## src/hdl/bpfm_pkg.sv

```systemverilog
`timescale 1ns / 1ps

package bpfm_pkg;

  localparam int unsigned CountWidth = 16;
  localparam int unsigned CfgIndexWidth = 1;

  localparam logic [CountWidth-1:0] DelayReset = CountWidth'(100);
  localparam logic [CountWidth-1:0] CountMax = {CountWidth{1'b1}};

  localparam logic [CfgIndexWidth-1:0] CFG_INPUT_DELAY = 1'b0;
  localparam logic [CfgIndexWidth-1:0] CFG_LATCH_DELAY = 1'b1;

  typedef struct packed {
    logic enable;
    logic active;
  } cnt_ctrl_t;

endpackage

```

## src/hdl/bpfm_counter.sv

```systemverilog
`timescale 1ns / 1ps

module bpfm_counter import bpfm_pkg::*; (
  input  logic                  clk,
  input  logic                  rst,
  input  cnt_ctrl_t             ctrl,
  input  logic [CountWidth-1:0] delay,
  output logic                  trip
);

  logic [CountWidth-1:0] count;
  logic [CountWidth-1:0] count_next;
  logic [CountWidth:0]   advanced;
  logic [CountWidth-1:0] saturated;

  always_comb begin
    if (count <= delay) begin
      advanced = {1'b0, count} + (CountWidth+1)'(1);
    end else begin
      advanced = {1'b0, delay} + (CountWidth+1)'(1);
    end
    saturated = advanced[CountWidth] ? CountMax : advanced[CountWidth-1:0];
    count_next = ctrl.active ? saturated : '0;
    trip = ctrl.active && (saturated > delay);
  end

  always_ff @(posedge clk) begin
    if (rst) begin
      count <= '0;
    end else if (ctrl.enable) begin
      count <= count_next;
    end
  end

endmodule

```

## src/hdl/brake_plausibility_fault_monitor.sv

```systemverilog
`timescale 1ns / 1ps

// Brake plausibility fault monitor. One tick of three fault pins is taken per
// transfer, and a new tick can be taken in every cycle without an input stall.
// The result of a tick appears in the output register in the cycle after its
// transfer; the only work between the two is one increment and compare per
// fault counter. The block stalls its input only while the output register
// holds a result that the sink stalls. The overall fault stays latched until
// reset. The user must write delays via the configuration port while idle; unenforced.
module brake_plausibility_fault_monitor import bpfm_pkg::*; (
  input  logic                     clk,
  input  logic                     rst,
  input  logic                     cfg_write,
  input  logic [CfgIndexWidth-1:0] cfg_index,
  input  logic [CountWidth-1:0]    cfg_data,
  input  logic                     in_valid,
  output logic                     in_stall,
  input  logic                     brake_sensor_pin,
  input  logic                     current_sensor_pin,
  input  logic                     hard_brake_power_pin,
  output logic                     out_valid,
  input  logic                     out_stall,
  output logic                     brake_sensor_tripped,
  output logic                     current_sensor_tripped,
  output logic                     hard_brake_power_tripped,
  output logic                     input_tripped,
  output logic                     overall_latched
);

  logic [CountWidth-1:0] input_delay;
  logic [CountWidth-1:0] latch_delay;
  logic                  overall_flag;
  logic                  overall_flag_next;
  logic                  accept;
  logic                  brake_trip;
  logic                  current_trip;
  logic                  braking_trip;
  logic                  latch_trip;
  cnt_ctrl_t             brake_ctrl;
  cnt_ctrl_t             current_ctrl;
  cnt_ctrl_t             braking_ctrl;
  cnt_ctrl_t             latch_ctrl;

  assign in_stall = out_valid && out_stall;
  assign accept = in_valid && !in_stall;

  always_ff @(posedge clk) begin
    if (rst) begin
      input_delay <= DelayReset;
      latch_delay <= DelayReset;
    end else if (cfg_write) begin
      unique case (cfg_index)
        CFG_INPUT_DELAY: input_delay <= cfg_data;
        CFG_LATCH_DELAY: latch_delay <= cfg_data;
        default: ;
      endcase
    end
  end

  assign brake_ctrl = '{enable: accept, active: !brake_sensor_pin};
  assign current_ctrl = '{enable: accept, active: !current_sensor_pin};
  assign braking_ctrl = '{enable: accept, active: hard_brake_power_pin};
  assign latch_ctrl = '{enable: accept && !overall_flag,
                        active: brake_trip || current_trip || braking_trip};

  bpfm_counter u_brake (
    .clk   (clk),
    .rst   (rst),
    .ctrl  (brake_ctrl),
    .delay (input_delay),
    .trip  (brake_trip)
  );

  bpfm_counter u_current (
    .clk   (clk),
    .rst   (rst),
    .ctrl  (current_ctrl),
    .delay (input_delay),
    .trip  (current_trip)
  );

  bpfm_counter u_braking (
    .clk   (clk),
    .rst   (rst),
    .ctrl  (braking_ctrl),
    .delay (input_delay),
    .trip  (braking_trip)
  );

  bpfm_counter u_latch (
    .clk   (clk),
    .rst   (rst),
    .ctrl  (latch_ctrl),
    .delay (latch_delay),
    .trip  (latch_trip)
  );

  assign overall_flag_next = overall_flag || (latch_ctrl.enable && latch_trip);

  always_ff @(posedge clk) begin
    if (rst) begin
      overall_flag <= 1'b0;
      out_valid <= 1'b0;
    end else begin
      overall_flag <= overall_flag_next;
      if (accept) begin
        out_valid <= 1'b1;
      end else if (!out_stall) begin
        out_valid <= 1'b0;
      end
    end
  end

  always_ff @(posedge clk) begin
    if (accept) begin
      brake_sensor_tripped <= brake_trip;
      current_sensor_tripped <= current_trip;
      hard_brake_power_tripped <= braking_trip;
      input_tripped <= brake_trip || current_trip;
      overall_latched <= overall_flag_next;
    end
  end

  assert property (@(posedge clk) disable iff (rst) overall_flag |=> overall_flag)
    else $error("Overall fault flag cleared without reset.");

  assert property (@(posedge clk) disable iff (rst)
    accept && brake_sensor_pin |=> !brake_sensor_tripped)
    else $error("Brake sensor tripped on an inactive pin.");

  assert property (@(posedge clk) disable iff (rst)
    out_valid && overall_latched |-> overall_flag)
    else $error("Reported latch does not match the flag.");

  assert property (@(posedge clk) disable iff (rst)
    out_valid && out_stall && !accept |=> out_valid && $stable(overall_latched))
    else $error("Stalled result was lost or changed.");

endmodule

```

## config.mk

```make
export PLATFORM = sky130hd
export DESIGN_NAME = brake_plausibility_fault_monitor
export DESIGN_NICKNAME = d
export VERILOG_FILES = /design/src/hdl/bpfm_pkg.sv /design/src/hdl/bpfm_counter.sv /design/src/hdl/brake_plausibility_fault_monitor.sv
export SDC_FILE = /design/constraint.sdc
export NUM_CORES = 1
export LEC_CHECK = 0
export BUFFER_PORTS_ARGS = -buffer_cell sky130_fd_sc_hd__buf_2
export CORE_AREA = 2 2 176 92
export DETAILED_ROUTE_END_ITERATION = 8
export DIE_AREA = 0 0 178 94
export GPL_ROUTABILITY_DRIVEN = 0
export PLACE_DENSITY = 0.79
export SLEW_MARGIN = 10
export SYNTH_ARGS = -nofsm -noshare
export SYNTH_HDL_FRONTEND = slang
export SYNTH_SLANG_ARGS = --single-unit
```

## constraint.sdc

```tcl
create_clock -name clk -period 11.8 [get_ports clk]
set_clock_uncertainty 0.1 [all_clocks]
set_input_delay 3.54 -clock clk [delete_from_list [all_inputs] [get_ports clk]]
set_output_delay 3.54 -clock clk [all_outputs]
set_load 0.02 [all_outputs]
```

==> impl_metrics.csv, run 1 <==
group,metric,value,unit
setup_path,path_cells,"buf_2, nand2_1, inv_1, buf_2",
logic_synthesis,synth_area_per_cell,7.957,sq um
floorplan,core_region_area,15090,sq um
placement,placed_area,9185,sq um
sta,worst_pin_slew,1.334,ns
sta,fin_crit_sh,64.17,%
clock_network,cts.reportedPaths.clkPinSlew,0.07,ns
setup_path,cpPeakStageDelay,0.15,ns
logic_synthesis,synth-edff-count,5,
sta,setup_violations,0,
clock_network,clk-insertion-delay-late,0.36,ns
logic_synthesis,synth_warnings,0,
global_routing,grt_antenna_before_repair,0,
global_routing,use_met2,41.02,%
setup_path,r2r-start,"latch_delay[13]",
logic_synthesis,yosysUniqueCellTypes,54,
setup_path,crit_fanout,3,
setup_path,critPathRequiredTime,8.16,ns
placement,port_buffers,31,
sta,timing.fmax,0.1321,GHz
layout,final_nets,1282,
floorplan,die_width,178,microns
sta,drv_slew,0,
logic_synthesis,yosys-top-cells-area,"dfxtp_1 (22%), ha_1 (19%), nand2_1 (6.8%)",
global_routing,gr-total-overflow,0,
global_routing,top_usage_layer,"met1",
sta,final_hold_viol_count,0,
setup_path,path_class,"in -> out",
placement,dpl.hpwl,21.04,mm
clock_network,numCtsBuffers,9,
logic_synthesis,synth_nets,1274,
setup_path,reg2reg_to,"overall_latched",
routing,drt-initial-drc-count,1252,
global_routing,first_global_vias,7430,
global_routing,grt_pass1_wl,41.64,mm
layout,antenna_cells,0,
logic_synthesis,synth_top_area_share,22.09,%
layout,nFillCells,1313,
clock_network,cts.sinks,103,
worst_hold_path,hp-start,"latch_delay[4]",
layout,syn2layout_area_growth,6.552,%
setup_path,rrSetupSlack,5.48,ns
flow_run,max-cap-violations,0,
global_routing,grt_max_degree,72,
logic_synthesis,ys.flop_type,"dfxtp_1",
floorplan,pin_count,32,
routing,wl_per_cell,20.53,microns
clock_network,post-cts-setup-buffers,0,
layout,postLayoutCellArea,9462,sq um
worst_hold_path,min_path_cells,2,
logic_synthesis,ys_ff_latch,103,
sta,fin_hold_ws,0.3656,ns
clock_network,cts_buffer_depth,2,
setup_path,cpMaxStageDelayCell,"buf_2",
global_routing,use_met3,15.33,%
worst_hold_path,hold_end,"latch_delay[4]",
setup_path,arrival,3.93,ns
sta,fin_tns_setup,0,ns
sta,slew-limit-headroom,10.75,%
setup_path,cp-start-kind,"input pin",
routing,num_vias,8541,
clock_network,cts_tree,"built",
layout,multiInputGateArea,6429,sq um
floorplan,die_area,16730,sq um
routing,dr.pass1.iters,9,
power_and_ir_drop,power.density,80.90,nW/um^2
floorplan,num_rows,32,
clock_network,cts_hold_buffers,0,
logic_synthesis,ys_seq_area_share,23.78,%
routing,vias_per_cell,6.407,
logic_synthesis,netlist_instances,1116,
clock_network,cts_resized,0,
power_and_ir_drop,max-vdd-ir-drop,0.00009098,V
routing,drc,0,
setup_path,cp_top_family,"buffers and inverters",
setup_path,cp-end-kind,"primary output",
layout,layout.area.seq,2112,sq um
setup_path,worst_r2r_path_depth,23,
floorplan,start_util,58.83,%
floorplan,die_h,94,microns
sta,rsz0062_at_grt,"false",
status,status,"finished, final reports clean",
layout,drive_above_1_share,7.529,%
power_and_ir_drop,leakagePower,4.346,nW
routing,routed_wl,27.36,mm
logic_synthesis,synth-async-reset-ratio,0,%
global_routing,grt_usage,33.03,%
clock_network,root_buffer,"clkbuf_16",
sta,worst_slack,4.227,ns
setup_path,crit_buf_inv,3,
logic_synthesis,synth_area,8880,sq um
routing,drtAntennaViolNets,0,
logic_synthesis,synth_top_area_cell,"dfxtp_1",
clock_network,h-tree-depth,3,
worst_hold_path,min_path_type,"reg -> reg",
sta,period_needed,7.573,ns
placement,pre_cts_ws,4.229,ns
layout,utilization,62.68,%
setup_path,crit_path_frequent_cell,"buf_2",
global_routing,grt_util_met1,49.99,%
-- worst register-to-register path: stages, from the launching register on --
cell	delay, ns
dfxtp_1	0.45
inv_1	0.10
ha_1	0.31
nand4_1	0.21
nor4_1	0.47
o21ai_1	0.21
a31oi_4	0.28
mux2_2	0.38
ha_1	0.32
nand3_1	0.13
nor2_1	0.05
mux2i_2	0.46
nand2b_1	0.58
nand2b_1	0.18
ha_1	0.32
nor2b_1	0.13
o21a_1	0.16
o21a_1	0.16
o21a_1	0.17
o21a_1	0.18
o21ai_0	0.18
a2111oi_0	0.13
nor2_1	0.28
nor3_1	0.11
-- worst max path at each step --
stage	start	end	slack, ns	depth (start not counted)
3_5_place_dp	out_stall	in_stall	4.23	4
3_3_place_gp	out_stall	in_stall	4.23	4
2_1_floorplan	out_stall	in_stall	4.39	2
4_1_cts	out_stall	in_stall	4.23	4
6_report	out_stall	in_stall	4.23	4
5_1_grt	out_stall	in_stall	4.17	4
-- stage by stage --
stage	instances	total power [W]
after floorplan	1116	0.0004395
after global placement	1317	0.0004766
after detailed placement	1317	0.0004790
after CTS	1333	0.0007638
after global routing	1333	0.0007921
final	1333	0.0007654
-- where the power goes --
group / internal [W] / total [W] / switching [W]
Clock: 0.000144 / 0.000288 / 0.000143
Combinational: 0.0000344 / 0.000112 / 0.0000776
Sequential: 0.000357 / 0.000366 / 0.00000855
Total: 0.000536 / 0.000765 / 0.000229
-- cells in the mapped netlist (30+ instances only) --
master / number
a21oi_1: 80
o21ai_0: 36
nand4_1: 35
a21o_1: 31
dfxtp_1: 98
mux2i_1: 32
nand2_1: 160
a22oi_1: 30
nor2_1: 87
ha_1: 133
inv_1: 47
clkbuf_1: 33
a22o_1: 30
nand3_1: 47
-- routing by layer --
metal | wire [microns] | share of wire, %
met5 | 0 | 0
met4 | 368 | 1.3
met3 | 4698 | 17
met2 | 9783 | 36
met1 | 12510 | 46
-- sequential cells by signal, summed over array words and instances, names as in the netlist, 16 cells and up --
name             cells
input_delay         16
latch_delay         16
u_brake.count       16
u_braking.count     16
u_current.count     16
u_latch.count       16
-- layout by cell type, fill, tap and decap left out, types with 9 or more instances in the layout --
master	n
a21o_1	31
a21oi_1	80
a22o_1	30
a22oi_1	30
and3_1	20
buf_2	31
clkbuf_16	9
dfxtp_1	98
ha_1	133
inv_1	47
mux2_2	24
mux2i_1	32
nand2_1	160
nand3_1	47
nand4_1	35
nor2_1	87
nor2b_1	9
nor3_1	16
o21a_1	21
o21ai_0	36
xnor2_1	28
xor2_1	25
-- cell type report --
| class | count | share of cell area [%] |
|---|---|---|
| clock inverters | 6 | 0.4761 |
| flip-flops and latches | 103 | 22.32 |
| multi-input cells | 924 | 67.95 |
| repair buffers | 39 | 2.275 |
| inverters | 47 | 1.865 |
| clock buffers | 10 | 2.420 |
| well taps | 204 | 2.698 |
-- cell families after synthesis --
family          after synthesis  synth area share (%)
simple gates                410                 21.32
compound gates              271                 20.11
fa+ha+maj                   133                 18.74
flops                       103                 23.78
buf+inv                      89                 4.016
mux                          57                 6.806
xor+xnor                     53                 5.228
Note: power is estimated with default switching activity, not from simulation.
==> run 2, diff against run 1 <==
Clock period 11.8 ns to 7.63 ns, I/O delays scaled along.
==> impl_metrics.csv, run 2 (synthesis gave the netlist of run 1 again) <==
group,metric,value,unit
sta,rsz0062_at_grt,"false",
power_and_ir_drop,max-vdd-ir-drop,0.0001326,V
clock_network,cts_hold_buffers,0,
setup_path,cp-start-kind,"register",
setup_path,rrSetupSlack,1.83,ns
setup_path,arrival,5.81,ns
clock_network,h-tree-depth,3,
routing,drtAntennaViolNets,0,
routing,wl_per_cell,21.31,microns
sta,timing.fmax,0.1725,GHz
power_and_ir_drop,pwr-share-clk,39.0,%
clock_network,cts_tree,"built",
layout,mostFrequentLayoutCell,"nand2_1",
floorplan,die_width,178,microns
flow_run,max-cap-violations,0,
sta,setup_violations,0,
layout,nFillCells,1328,
placement,dpl.hpwl,21.80,mm
clock_network,cts.sinks,103,
sta,worst_pin_slew,1.302,ns
floorplan,start_util,58.83,%
sta,drv_slew,0,
sta,fin_crit_sh,76.00,%
routing,vias_per_cell,6.578,
routing,num_vias,8788,
floorplan,die_area,16730,sq um
sta,final_hold_viol_count,0,
floorplan,num_rows,32,
worst_hold_path,min_path_type,"reg -> reg",
routing,dr.pass1.iters,6,
floorplan,core_region_area,15090,sq um
layout,syn2layout_area_growth,7.017,%
global_routing,grt_usage,34.64,%
power_and_ir_drop,switchingPower,0.0003615,W
power_and_ir_drop,power.density,127.7,nW/um^2
sta,period_needed,5.799,ns
placement,port_buffers,31,
layout,layout.area.seq,2112,sq um
global_routing,gr-total-overflow,0,
sta,slew-limit-headroom,12.88,%
setup_path,path_class,"reg -> reg",
clock_network,clk-insertion-delay-late,0.36,ns
setup_path,critPathRequiredTime,7.64,ns
global_routing,grt_antenna_before_repair,3,
routing,drt-initial-drc-count,1363,
layout,final_cell_mix,"nand2_1 (160), ha_1 (133), dfxtp_1 (98)",
worst_hold_path,hold_end,"latch_delay[4]",
sta,fin_tns_setup,0,ns
clock_network,cts_resized,0,
setup_path,crit_fanout,11,
routing,drc,0,
layout,multiInputGateArea,6426,sq um
global_routing,grt_pass1_wl,44.01,mm
power_and_ir_drop,finalPower,0.001213,W
floorplan,pin_count,32,
power_and_ir_drop,seqPwrFrac,46.7,%
power_and_ir_drop,p_sw_share,29.79,%
floorplan,die_h,94,microns
status,status,"finished, final reports clean",
global_routing,grt_max_degree,72,
layout,final_nets,1284,
clock_network,numCtsBuffers,9,
worst_hold_path,min_path_cells,2,
setup_path,worst_r2r_path_depth,23,
power_and_ir_drop,combPwrFrac,14.2,%
clock_network,post-cts-setup-buffers,0,
clock_network,root_buffer,"clkbuf_16",
global_routing,first_global_vias,7906,
setup_path,cp-end-kind,"register",
power_and_ir_drop,leakagePower,4.376,nW
routing,routed_wl,28.47,mm
power_and_ir_drop,intPower,0.0008519,W
clock_network,cts.reportedPaths.clkPinSlew,0.08,ns
clock_network,cts_buffer_depth,2,
setup_path,reg2reg_to,"overall_latched",
setup_path,r2r-start,"latch_delay[13]",
worst_hold_path,hp-start,"latch_delay[4]",
layout,drive_above_1_share,7.692,%
[run 2: routing by layer]
metal	vias up	wire length (microns)	track usage, %
met3	60	4828	14.24
met1	4017	13140	54.24
met4	4	358	5.191
met2	635	10110	42.89
li1	4072	-	-
met5	-	27	0
[run 2: worst max path at each step]
stage	startpoint	to	slack, ns	cells after the start
2_1_floorplan	latch_delay[13]	overall_latched	2.46	28
3_3_place_gp	latch_delay[13]	overall_latched	2.21	23
3_5_place_dp	latch_delay[13]	overall_latched	2.02	23
4_1_cts	latch_delay[13]	overall_latched	2.00	23
5_1_grt	latch_delay[13]	overall_latched	1.43	23
6_report	latch_delay[13]	overall_latched	1.83	23
[run 2: final cells by class]
type,instances,area share (%)
multi-input cells,924,67.62
well taps,204,2.686
flip-flops and latches,103,22.23
clock inverters,6,0.5267
clock buffers,10,2.633
diodes,1,0.02633
inverters,47,1.856
repair buffers,41,2.423
[run 2: worst max-delay path: stages, from the launching register on]
cell and delay (ns):
dfxtp_1 0.44, inv_1 0.10, ha_1 0.31, nand4_1 0.20, nor4_1 0.39, o21ai_1 0.17, a31oi_4 0.24, mux2_2 0.38
ha_1 0.32, nand3_1 0.13, nor2_1 0.05, mux2i_2 0.45, nand2b_1 0.50, nand2b_1 0.15, ha_1 0.31, nor2b_1 0.13
o21a_1 0.16, o21a_1 0.16, o21a_1 0.16, o21a_1 0.16, o21ai_0 0.14, a2111oi_0 0.12, nor2_1 0.18, nor3_1 0.08
[run 2: through the flow]
| stage | instances | hold WS (ns) | utilization (%) | area, sq um | setup slack (ns) |
|---|---|---|---|---|---|
| 3_5_place_dp | 1319 | 0.3547 | 60.95 | 9200 | 2.022 |
| 3_3_place_gp | 1319 | 0.3437 | 60.95 | 9200 | 2.212 |
| 6_report | 1336 | 0.3790 | 62.96 | 9503 | 1.831 |
| 4_1_cts | 1335 | 0.3734 | 62.94 | 9500 | 2.000 |
| 5_1_grt | 1335 | 0.4043 | 62.94 | 9500 | 1.430 |
| 2_1_floorplan | 1116 | 0.3363 | - | 8880 | 2.463 |
[run 2: power groups by stage]
stage	registers, W	logic (W)	clock network [W]
2_1_floorplan	0.000576	0.000103	0
3_3_place_gp	0.000578	0.000159	0
3_5_place_dp	0.000579	0.000162	0
4_1_cts	0.000566	0.000164	0.000482
5_1_grt	0.000568	0.000187	0.000498
6_report	0.000567	0.000173	0.000473
==> run 3, diff against run 2 <==
Clock period 7.63 ns to 5.4 ns, I/O delays scaled along.
==> impl_metrics.csv, run 3 (synthesis gave the netlist of run 1 again) <==
group,metric,value,unit
layout,layout.area.seq,2113,sq um
layout,nFillCells,1267,
sta,worst_pin_slew,1.253,ns
routing,vias_per_cell,6.518,
floorplan,die_h,94,microns
clock_network,numCtsBuffers,9,
sta,fin_hold_ws,0.3769,ns
sta,drv_slew,0,
sta,fin_crit_sh,96.64,%
worst_hold_path,min_path_cells,2,
routing,drtAntennaViolNets,0,
setup_path,crit_fanout,7,
sta,worst_slack,0.1817,ns
floorplan,num_rows,32,
clock_network,cts_tree,"built",
routing,drt-initial-drc-count,1197,
sta,slew-limit-headroom,16.18,%
placement,pre_cts_ws,0.1938,ns
routing,routed_wl,29.14,mm
floorplan,die_area,16730,sq um
placement,dpl.hpwl,22.81,mm
global_routing,first_global_vias,7941,
sta,period_needed,5.218,ns
clock_network,cts_hold_buffers,0,
clock_network,clk-insertion-delay-late,0.36,ns
sta,setup_violations,0,
setup_path,cp-end-kind,"register",
layout,syn2layout_area_growth,9.737,%
power_and_ir_drop,leakagePower,4.526,nW
setup_path,reg2reg_to,"overall_latched",
layout,drive_above_1_share,10.26,%
status,status,"finished, final reports clean",
global_routing,grt_pass1_wl,44.76,mm
setup_path,r2r-start,"latch_delay[14]",
layout,final_cell_mix,"nand2_1 (160), ha_1 (133), dfxtp_1 (97)",
global_routing,grt_antenna_before_repair,3,
setup_path,arrival,5.21,ns
clock_network,cts.reportedPaths.clkPinSlew,0.07,ns
power_and_ir_drop,max-vdd-ir-drop,0.0001505,V
floorplan,pin_count,32,
clock_network,h-tree-depth,3,
clock_network,root_buffer,"clkbuf_16",
routing,drc,0,
setup_path,worst_r2r_path_depth,24,
setup_path,path_class,"reg -> reg",
clock_network,cts.sinks,103,
layout,final_nets,1313,
global_routing,gr-total-overflow,0,
global_routing,grt_usage,35.25,%
power_and_ir_drop,power.density,180.5,nW/um^2
placement,placed_area,9395,sq um
floorplan,die_width,178,microns
layout,postLayoutCellArea,9744,sq um
worst_hold_path,hold_end,"latch_delay[4]",
global_routing,grt_max_degree,70,
routing,wl_per_cell,21.35,microns
sta,rsz0062_at_grt,"true",
setup_path,cp-start-kind,"register",
worst_hold_path,min_path_type,"reg -> reg",
sta,final_hold_viol_count,0,
setup_path,rrSetupSlack,0.18,ns
setup_path,critPathRequiredTime,5.39,ns
floorplan,core_region_area,15090,sq um
floorplan,start_util,58.83,%
layout,mostFrequentLayoutCell,"nand2_1",
flow_run,max-cap-violations,0,
sta,timing.fmax,0.1916,GHz
layout,multiInputGateArea,6447,sq um
clock_network,cts_buffer_depth,2,
routing,dr.pass1.iters,5,
setup_path,crit_start,"latch_delay[14]",
placement,port_buffers,31,
routing,num_vias,8897,
worst_hold_path,hp-start,"latch_delay[4]",
run 3: cell type report:
| type | instances | area share [%] |
|---|---|---|
| well taps | 204 | 2.619 |
| inverters | 47 | 1.810 |
| multi-input cells | 924 | 66.17 |
| clock buffers | 12 | 2.530 |
| clock inverters | 4 | 0.5650 |
| diodes | 1 | 0.02568 |
| flip-flops and latches | 103 | 21.69 |
| repair buffers | 70 | 4.597 |
run 3: metal layers:
| metal | vias up | GRT usage, % | wire length (microns) |
|---|---|---|---|
| met5 | - | 0 | 23 |
| met3 | 31 | 15.49 | 4815 |
| met4 | 4 | 3.484 | 188 |
| li1 | 4122 | - | - |
| met2 | 529 | 43.48 | 10360 |
| met1 | 4211 | 55.36 | 13750 |
run 3: through the flow:
stage / power [W] / setup TNS, ns / util (%) / cells
finish: 0.001759 / 0 / 64.56 / 1365
global route: 0.001809 / -0.03537 / 64.56 / 1365
CTS: 0.001741 / 0 / 64.24 / 1361
detailed placement: 0.001060 / 0 / 62.24 / 1345
global placement: 0.001054 / 0 / 62.24 / 1345
floorplan: 0.0009604 / 0 / - / 1116
run 3: power by group:
group,internal [W],switching [W],total [W]
clock network,0.000376,0.000324,0.000700
logic,0.0000840,0.000174,0.000258
registers,0.000781,0.0000201,0.000801
run 3: what timing repair did:
| action | 4_1_cts | 5_1_grt |
|---|---|---|
| buffers inserted | 0 | 3 |
| gates resized for setup | 0 | 6 |
| setup endpoints to repair | 0 | 16 |
run 3: how the worst max path moves through the flow:
stage	to	slack [ns]	cells after the start
2_1_floorplan	overall_latched	0.23	28
3_3_place_gp	overall_latched	0.45	24
3_5_place_dp	overall_latched	0.19	23
4_1_cts	overall_latched	0.09	23
5_1_grt	overall_latched	-0.04	24
6_report	overall_latched	0.18	24
run 3: critical path, stage by stage (launching register included):
cell and delay, ns:
dfxtp_1 0.44, inv_1 0.10, ha_1 0.31, nand4_1 0.20, nor4_2 0.36, o21ai_1 0.16, a31oi_4 0.29, mux2_2 0.37
ha_1 0.24, nand3_1 0.10, nor2_1 0.05, mux2i_2 0.22, buf_4 0.20, nor2_1 0.05, mux2i_1 0.17, a2bb2oi_2 0.17
ha_1 0.27, a21oi_1 0.14, nor2b_1 0.05, o21ai_0 0.16, nand2b_1 0.09, a21oi_1 0.19, o21ai_0 0.18, nor2_1 0.22
nor3_1 0.10
